## src/sv/bsc_pkg.sv

```systemverilog
// bsc_pkg: shared constants, command and register codes, and the control
// and status bundles passed between the sequencer and the datapath
// depends on nothing
package bsc_pkg;

    localparam int MAX_PROCS_DEF   = 16;
    localparam int MAX_RES_DEF     = 8;
    localparam int AMOUNT_BITS_DEF = 16;

    localparam int PCOUNT_W = 5;
    localparam int RCOUNT_W = 4;

    typedef enum logic [1:0] {
        CMD_ALLOC = 2'd0,
        CMD_MAX   = 2'd1,
        CMD_AVAIL = 2'd2,
        CMD_RUN   = 2'd3
    } cmd_t;

    localparam logic REG_PROCESS_COUNT  = 1'b0;
    localparam logic REG_RESOURCE_COUNT = 1'b1;

    // datapath actions of one microcode step
    typedef struct packed {
        logic load_work;
        logic clr_fin;
        logic clr_p;
        logic inc_p;
        logic clr_r;
        logic inc_r;
        logic set_fin;
        logic set_prog;
        logic clr_prog;
        logic add_work;
        logic push_grant;
        logic push_verdict;
    } act_t;

    // datapath conditions seen by the sequencer
    typedef struct packed {
        logic run;
        logic p_lt;
        logic prog;
        logic fin;
        logic r_lt;
        logic no_fit;
        logic out_busy;
    } status_t;

endpackage

```

## src/sv/bankers_safety_check_top.sv

```systemverilog
// Banker's-algorithm safety check. Load requests (allocation, maximum, available) are taken one
// per cycle while the block is idle and produce no result. A run request then walks the tables:
// it loads work, examines each unfinished process resource by resource, grants a process whose
// need fits and adds its allocation to work, ends each pass and repeats while a pass granted, then
// emits the verdict; each grant or verdict waits while the previous result is held back by
// out_ready. The allocation and maximum memories have registered reads at a shared address.
// bankers_safety_check_top: datapath, config registers, output register
// depends on bsc_pkg, bsc_ram, bsc_sequencer
module bankers_safety_check_top #(
    parameter int MAX_PROCS   = bsc_pkg::MAX_PROCS_DEF,
    parameter int MAX_RES     = bsc_pkg::MAX_RES_DEF,
    parameter int AMOUNT_BITS = bsc_pkg::AMOUNT_BITS_DEF
) (
    input  logic        clk,
    input  logic        rst_n,
    input  logic        in_valid,
    output logic        in_ready,
    input  logic [1:0]  command,
    input  logic [3:0]  proc_index,
    input  logic [2:0]  res_index,
    input  logic [15:0] amount,
    output logic        out_valid,
    input  logic        out_ready,
    output logic [3:0]  granted_proc,
    output logic        is_verdict,
    output logic        safe,
    output logic        last,
    input  logic        psel,
    input  logic        penable,
    input  logic        pwrite,
    input  logic [2:0]  paddr,
    input  logic [31:0] pwdata,
    output logic [31:0] prdata,
    output logic        pready
);
    import bsc_pkg::*;

    localparam int WORK_BITS = AMOUNT_BITS + 6;
    localparam int DEPTH     = MAX_PROCS * MAX_RES;
    localparam int AW        = (DEPTH > 1) ? $clog2(DEPTH) : 1;
    localparam int PCNT_W    = $clog2(MAX_PROCS + 1);
    localparam int PIDX_W    = (MAX_PROCS > 1) ? $clog2(MAX_PROCS) : 1;
    localparam int RCNT_W    = $clog2(MAX_RES + 1);
    localparam int RIDX_W    = (MAX_RES > 1) ? $clog2(MAX_RES) : 1;

    logic [PCOUNT_W-1:0]    process_count_reg;
    logic [RCOUNT_W-1:0]    resource_count_reg;
    logic [PCNT_W-1:0]      np;
    logic [RCNT_W-1:0]      nr;

    logic [PCNT_W-1:0]      p_reg;
    logic [RCNT_W-1:0]      r_reg;
    logic                   prog_reg;
    logic [MAX_PROCS-1:0]   fin_reg;
    logic [WORK_BITS-1:0]   work_reg [MAX_RES];
    logic [AMOUNT_BITS-1:0] avail_reg [MAX_RES];

    logic                   out_valid_reg;
    logic [3:0]             granted_reg;
    logic                   verdict_reg;
    logic                   safe_reg;
    logic                   last_reg;

    logic [PIDX_W-1:0]      p_idx;
    logic [RIDX_W-1:0]      r_idx;
    logic [RIDX_W-1:0]      ld_r_idx;
    logic                   in_accept;
    logic                   ld_ok;
    logic [AW-1:0]          wr_addr;
    logic [AW-1:0]          rd_addr;
    logic [AMOUNT_BITS-1:0] ld_amount;
    logic [AMOUNT_BITS-1:0] alloc_rd;
    logic [AMOUNT_BITS-1:0] max_rd;
    logic [AMOUNT_BITS-1:0] need;
    logic [WORK_BITS:0]     work_sum;
    logic [MAX_PROCS-1:0]   use_mask;
    logic                   all_done;
    logic                   out_busy;
    logic                   cfg_wr;
    logic                   seq_idle;
    status_t                status;
    act_t                   act;

    // config port
    assign pready = 1'b1;
    assign cfg_wr = psel && penable && pwrite;

    always_ff @(posedge clk or negedge rst_n)
    begin
        if (!rst_n)
        begin
            process_count_reg  <= PCOUNT_W'(1);
            resource_count_reg <= RCOUNT_W'(1);
        end
        else if (cfg_wr)
        begin
            case (paddr[2])
                REG_PROCESS_COUNT:  process_count_reg  <= pwdata[PCOUNT_W-1:0];
                REG_RESOURCE_COUNT: resource_count_reg <= pwdata[RCOUNT_W-1:0];
                default:            process_count_reg  <= process_count_reg;
            endcase
        end
    end

    always_comb
    begin
        case (paddr[2])
            REG_PROCESS_COUNT:  prdata = 32'(process_count_reg);
            REG_RESOURCE_COUNT: prdata = 32'(resource_count_reg);
            default:            prdata = '0;
        endcase
    end

    assign np = (32'(process_count_reg) > 32'(MAX_PROCS)) ? PCNT_W'(MAX_PROCS)
                                                           : PCNT_W'(process_count_reg);
    assign nr = (32'(resource_count_reg) > 32'(MAX_RES)) ? RCNT_W'(MAX_RES)
                                                          : RCNT_W'(resource_count_reg);

    // load path
    assign in_ready  = seq_idle;
    assign in_accept = in_valid && in_ready;
    assign ld_ok     = in_accept && (command != CMD_RUN) &&
                       (32'(proc_index) < 32'(MAX_PROCS)) && (32'(res_index) < 32'(MAX_RES));
    assign ld_amount = AMOUNT_BITS'(amount);
    assign ld_r_idx  = RIDX_W'(res_index);
    assign wr_addr   = AW'(32'(proc_index) * 32'(MAX_RES) + 32'(res_index));

    assign p_idx   = p_reg[PIDX_W-1:0];
    assign r_idx   = r_reg[RIDX_W-1:0];
    assign rd_addr = AW'(32'(p_idx) * 32'(MAX_RES) + 32'(r_idx));

    bsc_ram #(.WIDTH(AMOUNT_BITS), .DEPTH(DEPTH)) u_alloc_ram (
        .clk     (clk),
        .wr_en   (ld_ok && (command == CMD_ALLOC)),
        .wr_addr (wr_addr),
        .wr_data (ld_amount),
        .rd_addr (rd_addr),
        .rd_data (alloc_rd)
    );

    bsc_ram #(.WIDTH(AMOUNT_BITS), .DEPTH(DEPTH)) u_max_ram (
        .clk     (clk),
        .wr_en   (ld_ok && (command == CMD_MAX)),
        .wr_addr (wr_addr),
        .wr_data (ld_amount),
        .rd_addr (rd_addr),
        .rd_data (max_rd)
    );

    always_ff @(posedge clk)
    begin
        if (ld_ok && (command == CMD_AVAIL))
        begin
            avail_reg[ld_r_idx] <= ld_amount;
        end
    end

    // need, fit test, saturating work update
    assign need     = (max_rd > alloc_rd) ? (max_rd - alloc_rd) : '0;
    assign work_sum = {1'b0, work_reg[r_idx]} + (WORK_BITS + 1)'(alloc_rd);

    always_comb
    begin
        for (int i = 0; i < MAX_PROCS; i++)
        begin
            use_mask[i] = (32'(i) < 32'(np));
        end
    end
    assign all_done = &(fin_reg | ~use_mask);

    assign out_busy = out_valid_reg && !out_ready;

    assign status.run      = in_accept && (command == CMD_RUN);
    assign status.p_lt     = (p_reg < np);
    assign status.prog     = prog_reg;
    assign status.fin      = fin_reg[p_idx];
    assign status.r_lt     = (r_reg < nr);
    assign status.no_fit   = (WORK_BITS'(need) > work_reg[r_idx]);
    assign status.out_busy = out_busy;

    bsc_sequencer u_seq (
        .clk    (clk),
        .rst_n  (rst_n),
        .status (status),
        .act    (act),
        .idle   (seq_idle)
    );

    always_ff @(posedge clk or negedge rst_n)
    begin
        if (!rst_n)
        begin
            p_reg    <= '0;
            r_reg    <= '0;
            prog_reg <= 1'b0;
            fin_reg  <= '0;
        end
        else
        begin
            if (act.clr_p)
            begin
                p_reg <= '0;
            end
            else if (act.inc_p)
            begin
                p_reg <= p_reg + 1'b1;
            end
            if (act.clr_r)
            begin
                r_reg <= '0;
            end
            else if (act.inc_r)
            begin
                r_reg <= r_reg + 1'b1;
            end
            if (act.clr_prog)
            begin
                prog_reg <= 1'b0;
            end
            else if (act.set_prog)
            begin
                prog_reg <= 1'b1;
            end
            if (act.clr_fin)
            begin
                fin_reg <= '0;
            end
            else if (act.set_fin)
            begin
                fin_reg[p_idx] <= 1'b1;
            end
        end
    end

    always_ff @(posedge clk)
    begin
        if (act.load_work)
        begin
            for (int i = 0; i < MAX_RES; i++)
            begin
                work_reg[i] <= WORK_BITS'(avail_reg[i]);
            end
        end
        else if (act.add_work)
        begin
            work_reg[r_idx] <= work_sum[WORK_BITS] ? '1 : work_sum[WORK_BITS-1:0];
        end
    end

    // output register
    always_ff @(posedge clk or negedge rst_n)
    begin
        if (!rst_n)
        begin
            out_valid_reg <= 1'b0;
        end
        else if (act.push_grant || act.push_verdict)
        begin
            out_valid_reg <= 1'b1;
        end
        else if (out_ready)
        begin
            out_valid_reg <= 1'b0;
        end
    end

    always_ff @(posedge clk)
    begin
        if (act.push_grant)
        begin
            granted_reg <= 4'(p_idx);
            verdict_reg <= 1'b0;
            safe_reg    <= 1'b0;
            last_reg    <= 1'b0;
        end
        else if (act.push_verdict)
        begin
            granted_reg <= '0;
            verdict_reg <= 1'b1;
            safe_reg    <= all_done;
            last_reg    <= 1'b1;
        end
    end

    assign out_valid    = out_valid_reg;
    assign granted_proc = granted_reg;
    assign is_verdict   = verdict_reg;
    assign safe         = safe_reg;
    assign last         = last_reg;

endmodule

```

## src/sv/bsc_ram.sv

```systemverilog
// bsc_ram: generic single-write, single-read ram with registered read data
// depends on nothing
module bsc_ram #(
    parameter int WIDTH  = 16,
    parameter int DEPTH  = 128,
    parameter int ADDR_W = (DEPTH > 1) ? $clog2(DEPTH) : 1
) (
    input  logic              clk,
    input  logic              wr_en,
    input  logic [ADDR_W-1:0] wr_addr,
    input  logic [WIDTH-1:0]  wr_data,
    input  logic [ADDR_W-1:0] rd_addr,
    output logic [WIDTH-1:0]  rd_data
);

    logic [WIDTH-1:0] mem [DEPTH];

    always_ff @(posedge clk)
    begin
        if (wr_en)
        begin
            mem[wr_addr] <= wr_data;
        end
        rd_data <= mem[rd_addr];
    end

endmodule

```

## src/sv/bsc_sequencer.sv

```systemverilog
// bsc_sequencer: step counter and microcode rom for the safety check
// depends on bsc_pkg (act_t, status_t)
module bsc_sequencer (
    input  logic             clk,
    input  logic             rst_n,
    input  bsc_pkg::status_t status,
    output bsc_pkg::act_t    act,
    output logic             idle
);
    import bsc_pkg::*;

    typedef logic [3:0] step_t;

    typedef enum logic [2:0] {
        C_ALWAYS,
        C_RUN,
        C_P_LT,
        C_PROG,
        C_FIN,
        C_R_LT,
        C_NO_FIT
    } cond_t;

    typedef struct packed {
        act_t  act;
        cond_t cond;
        logic  wait_out;
        step_t t_true;
        step_t t_false;
    } uword_t;

    localparam step_t STEP_IDLE  = 4'd0;
    localparam step_t STEP_INIT  = 4'd1;
    localparam step_t STEP_PTOP  = 4'd2;
    localparam step_t STEP_PEND  = 4'd3;
    localparam step_t STEP_PROC  = 4'd4;
    localparam step_t STEP_RD    = 4'd5;
    localparam step_t STEP_CMP   = 4'd6;
    localparam step_t STEP_GRANT = 4'd7;
    localparam step_t STEP_ARD   = 4'd8;
    localparam step_t STEP_ADD   = 4'd9;
    localparam step_t STEP_SKIP  = 4'd10;
    localparam step_t STEP_VERD  = 4'd11;
    localparam step_t STEP_EMIT  = 4'd12;

    step_t  pc_reg;
    step_t  pc_next;
    uword_t word;
    logic   cond_true;
    logic   stall;

    always_comb
    begin
        word = '{act: '0, cond: C_ALWAYS, wait_out: 1'b0,
                 t_true: STEP_IDLE, t_false: STEP_IDLE};
        case (pc_reg)
            STEP_IDLE:
            begin
                word.cond    = C_RUN;
                word.t_true  = STEP_INIT;
                word.t_false = STEP_IDLE;
            end
            STEP_INIT:
            begin
                word.act.load_work = 1'b1;
                word.act.clr_fin   = 1'b1;
                word.act.clr_p     = 1'b1;
                word.act.clr_prog  = 1'b1;
                word.t_true        = STEP_PTOP;
            end
            STEP_PTOP:
            begin
                word.cond    = C_P_LT;
                word.t_true  = STEP_PROC;
                word.t_false = STEP_PEND;
            end
            STEP_PEND:
            begin
                word.act.clr_p    = 1'b1;
                word.act.clr_prog = 1'b1;
                word.cond         = C_PROG;
                word.t_true       = STEP_PTOP;
                word.t_false      = STEP_VERD;
            end
            STEP_PROC:
            begin
                word.act.clr_r = 1'b1;
                word.cond      = C_FIN;
                word.t_true    = STEP_SKIP;
                word.t_false   = STEP_RD;
            end
            STEP_RD:
            begin
                word.cond    = C_R_LT;
                word.t_true  = STEP_CMP;
                word.t_false = STEP_GRANT;
            end
            STEP_CMP:
            begin
                word.act.inc_r = 1'b1;
                word.cond      = C_NO_FIT;
                word.t_true    = STEP_SKIP;
                word.t_false   = STEP_RD;
            end
            STEP_GRANT:
            begin
                word.act.set_fin  = 1'b1;
                word.act.set_prog = 1'b1;
                word.act.clr_r    = 1'b1;
                word.t_true       = STEP_ARD;
            end
            STEP_ARD:
            begin
                word.cond    = C_R_LT;
                word.t_true  = STEP_ADD;
                word.t_false = STEP_EMIT;
            end
            STEP_ADD:
            begin
                word.act.add_work = 1'b1;
                word.act.inc_r    = 1'b1;
                word.t_true       = STEP_ARD;
            end
            STEP_SKIP:
            begin
                word.act.inc_p = 1'b1;
                word.t_true    = STEP_PTOP;
            end
            STEP_VERD:
            begin
                word.act.push_verdict = 1'b1;
                word.wait_out         = 1'b1;
                word.t_true           = STEP_IDLE;
            end
            STEP_EMIT:
            begin
                word.act.push_grant = 1'b1;
                word.act.inc_p      = 1'b1;
                word.wait_out       = 1'b1;
                word.t_true         = STEP_PTOP;
            end
            default:
            begin
                word.t_true = STEP_IDLE;
            end
        endcase
    end

    always_comb
    begin
        case (word.cond)
            C_ALWAYS: cond_true = 1'b1;
            C_RUN:    cond_true = status.run;
            C_P_LT:   cond_true = status.p_lt;
            C_PROG:   cond_true = status.prog;
            C_FIN:    cond_true = status.fin;
            C_R_LT:   cond_true = status.r_lt;
            C_NO_FIT: cond_true = status.no_fit;
            default:  cond_true = 1'b1;
        endcase
    end

    assign stall   = word.wait_out && status.out_busy;
    assign pc_next = stall ? pc_reg : (cond_true ? word.t_true : word.t_false);
    assign act     = stall ? '0 : word.act;
    assign idle    = (pc_reg == STEP_IDLE);

    always_ff @(posedge clk or negedge rst_n)
    begin
        if (!rst_n)
        begin
            pc_reg <= STEP_IDLE;
        end
        else
        begin
            pc_reg <= pc_next;
        end
    end

endmodule

```

## config.mk

```make
export PLATFORM = sky130hd
export DESIGN_NAME = bankers_safety_check_top
export DESIGN_NICKNAME = d
export VERILOG_FILES = /design/src/sv/bsc_pkg.sv /design/src/sv/bankers_safety_check_top.sv /design/src/sv/bsc_ram.sv /design/src/sv/bsc_sequencer.sv
export SDC_FILE = /design/constraint.sdc
export NUM_CORES = 2
export LEC_CHECK = 0
export BUFFER_PORTS_ARGS = -buffer_cell sky130_fd_sc_hd__buf_2
export CAP_MARGIN = 20
export CORE_UTILIZATION = 40
export CTS_CLUSTER_SIZE = 12
export DETAILED_ROUTE_END_ITERATION = 16
export PLACE_DENSITY = 0.64
export SKIP_LAST_GASP = 1
export SYNTH_ARGS = -nofsm -noshare
export SYNTH_HDL_FRONTEND = slang
export SYNTH_HIERARCHICAL = 1
export SYNTH_MEMORY_MAX_BITS = 65536
export SYNTH_SLANG_ARGS = --single-unit
```

## constraint.sdc

```tcl
create_clock -name clk -period 4.55 [get_ports clk]
set_input_delay 0.91 -clock clk [delete_from_list [all_inputs] [get_ports clk]]
set_output_delay 0.91 -clock clk [all_outputs]
set_load 0.03 [all_outputs]
```

==> flow_summary_export.csv <==
group,metric,value,unit
synth,synth_cells,7671,
clock_tree,cts_buffers,441,
grt,grt_pass1_vias,83800,
placement,portBuffers,51,
synth,yosysUniqueCellTypes,92,
setup_path,r2r_cells,22,
grt,grt.total_usage,19.1,%
route,antenna_left,0,
min_path,hold_path.class,"in2async",
synth,syn-mean-instance-area,22.8,um^2
setup_path,start_kind,"register",
sta,finalSetupViolCount,4,
sta,finalHoldViolCount,0,
placement,place_congestion,0.832,
clock_tree,cts_tree,"yes",
clock_tree,clk_latency,980,ps
sta,slew_viol_final,0,
die,initial_core_util,40.2,%
setup_path,endpoint_kind,"register",
setup_path,arrival,5520,ps
sta,tightest_slew,1310,ps
sta,max_freq,214,MHz
route,routed-via-count,83100,
route,post_drt_wl_per_cell,29.8,um
clock_tree,cts_buffer_depth,4,
clock_tree,cts_root_buf,"clkbuf_16",
synth,synth_edf_count,4404,
sta,rsz0062_at_grt,"true",
grt,antenna_found_initial,26,
die,io_pins,109,
synth,yosys.area.top_type,"edfxtp_1",
setup_path,cp_max_fo,7,
sta,fin_crit,4670,ps
route,drc,0,
clock_tree,htree_num_levels,5,
grt,grt_pass1_wl,613,mm
grt,grt_overflow,0,
sta,fin_skew,63.6,ps
setup_path,r2r-end,"u_seq/pc_reg[0]",
final_layout,nets,8428,
power,p_per_area,577,mW/mm^2
die,die_w,663,um
route,dr.pass1.iters,6,
status,outcome,"finished with violations",
synth,ys.flop_type,"edfxtp_1",
synth,yosysTopAreaCellShare,75.8,%
route,viasPerCell,5.81,
final_layout,final_util,45.7,%
die,core,0.435,mm^2
clock_tree,cts.sink_count,4478,
power,power,115000,uW
sta,fin_ws,-116,ps
setup_path,rrSetupSlack,-120,ps
final_layout,drive_above_1_share,31.2,%
final_layout,final_cell_mix,"edfxtp_1 (4404), mux4_2 (1354), buf_4 (478)",
die,dieArea,0.439,mm^2
synth,ys_seq_elements,4478,
placement,hpwl,244,mm
grt,grt_max_degree,155,
setup_path,worstSetupPathType,"reg2reg",
final_layout,instances_no_fill,14300,
die,die_h,663,um
final_layout,syn_to_final_growth,13.7,%
run,maxCapViolCount,0,
sta,post-route-period-util,103,%
placement,placed_cells,13600,
synth,synth-async-reset-ratio,0.893,%
die,rows,242,
setup_path,r2r-start,"u_alloc_ram/rd_data[10]",
route,drt_iter0_drc,10000,
synth,synth_warnings,6,
sta,timing.slew.headroom,12.9,%
power,peakVddDrop,0.558,mV
synth,ys_seq_area_share,76.7,%
synth,synthTopCellsByArea,"edfxtp_1 (76%), mux4_2 (17%), nor2_1 (0.78%)",
setup_path,critPathRequiredTime,5400,ps
final_layout,final_common_cell,"edfxtp_1",
clock_tree,clk_pin_slew_worst_paths,60,ps
power,total_leakage_power,0.0607,uW
sta,fin_tns_setup,-264,ps
route,wirelength,427,mm
status,violations,"setup timing",
clock_tree,ctsHoldBuffers,0,
synth,syn_area,0.175,mm^2
[layer usage]
layer | GRT usage, % | wire length, um
met1 | 27.3 | 174000
met2 | 30.8 | 206000
met3 | 3.11 | 35500
met4 | 5.04 | 11400
met5 | 0 | 25
[kinds of logic after synthesis]
group / synth area share (%)
AND/OR/NAND/NOR: 2.09
AO/OA/AOI/OAI: 1.45
XOR/XNOR: 0.110
adder cells (fa/ha/maj): 0.459
flip-flops: 76.7
buffers and inverters: 1.26
multiplexers: 17.9
other: 0.00430
[layout make-up]
class / instances / area (um^2)
Sequential cell: 4478 / 134000
Multi-Input combinational cell: 2728 / 38900
Clock buffer: 585 / 11700
Timing Repair Buffer: 596 / 5300
Tap cell: 5734 / 7170
Fill cell: 35300 / 236000
Inverter: 54 / 203
Clock inverter: 113 / 1070
Antenna cell: 14 / 35.0
[worst max-delay path: stages (launching register included)]
cell,delay (ps)
dfxtp_2,340
inv_2,30
ha_1,290
and3_4,190
a221o_1,390
a21oi_2,230
a21oi_4,90
o41ai_4,220
buf_6,180
buf_4,110
nor3b_2,40
ha_1,300
nand4_1,150
buf_4,170
o211ai_1,290
a31oi_4,70
nor4_4,410
mux2i_1,160
o221ai_2,220
nand2_2,100
nand2_4,80
mux2_4,300
o22a_1,160
[metrics by stage]
stage          setup WS (ps)  hold slack [ps]  area (um^2)
2_1_floorplan           40.6              472       175000
3_3_place_gp            -630              478       185000
3_5_place_dp            -488              488       185000
4_1_cts                 -107             54.2       198000
5_1_grt                 -309              144       198000
6_report                -116             82.5       198000
[worst max path at each step]
stage                            endpoint                    start  slack, ps  cells past startpoint
after global routing      u_seq/pc_reg[0]     u_max_ram/rd_data[0]       -310                     23
final                     u_seq/pc_reg[0]  u_alloc_ram/rd_data[10]       -120                     22
after CTS                 u_seq/pc_reg[0]     u_max_ram/rd_data[0]       -110                     24
after global placement    u_seq/pc_reg[1]     u_max_ram/rd_data[0]       -630                     26
after floorplan           u_seq/pc_reg[0]   u_alloc_ram/rd_data[8]         40                     22
after detailed placement  u_seq/pc_reg[1]     u_max_ram/rd_data[0]       -490                     26
[synthesized netlist by cell type, drive strengths merged (33+ instances only)]
master	count
a21oi	50
a22oi	67
buf	216
clkbuf	221
dfrtp	38
dfxtp	34
edfxtp	4404
ha	60
inv	53
mux2	52
mux4	1354
nand2	195
nand3	37
nor2	375
nor2b	33
nor3	47
o21ai	156
[timing repair]
item                       in CTS  in global routing
buffers inserted               11                  2
resized for setup              34                 18
gates cloned                    1                  0
pin swaps                      24                 11
setup endpoints to repair       4                  4
[power by group]
group	switching (uW)	internal, uW
clock	14800	18500
sequential	466	46100
combinational	19000	15700
total	34300	80300
No activity file was read; power rests on OpenSTA's default activity.
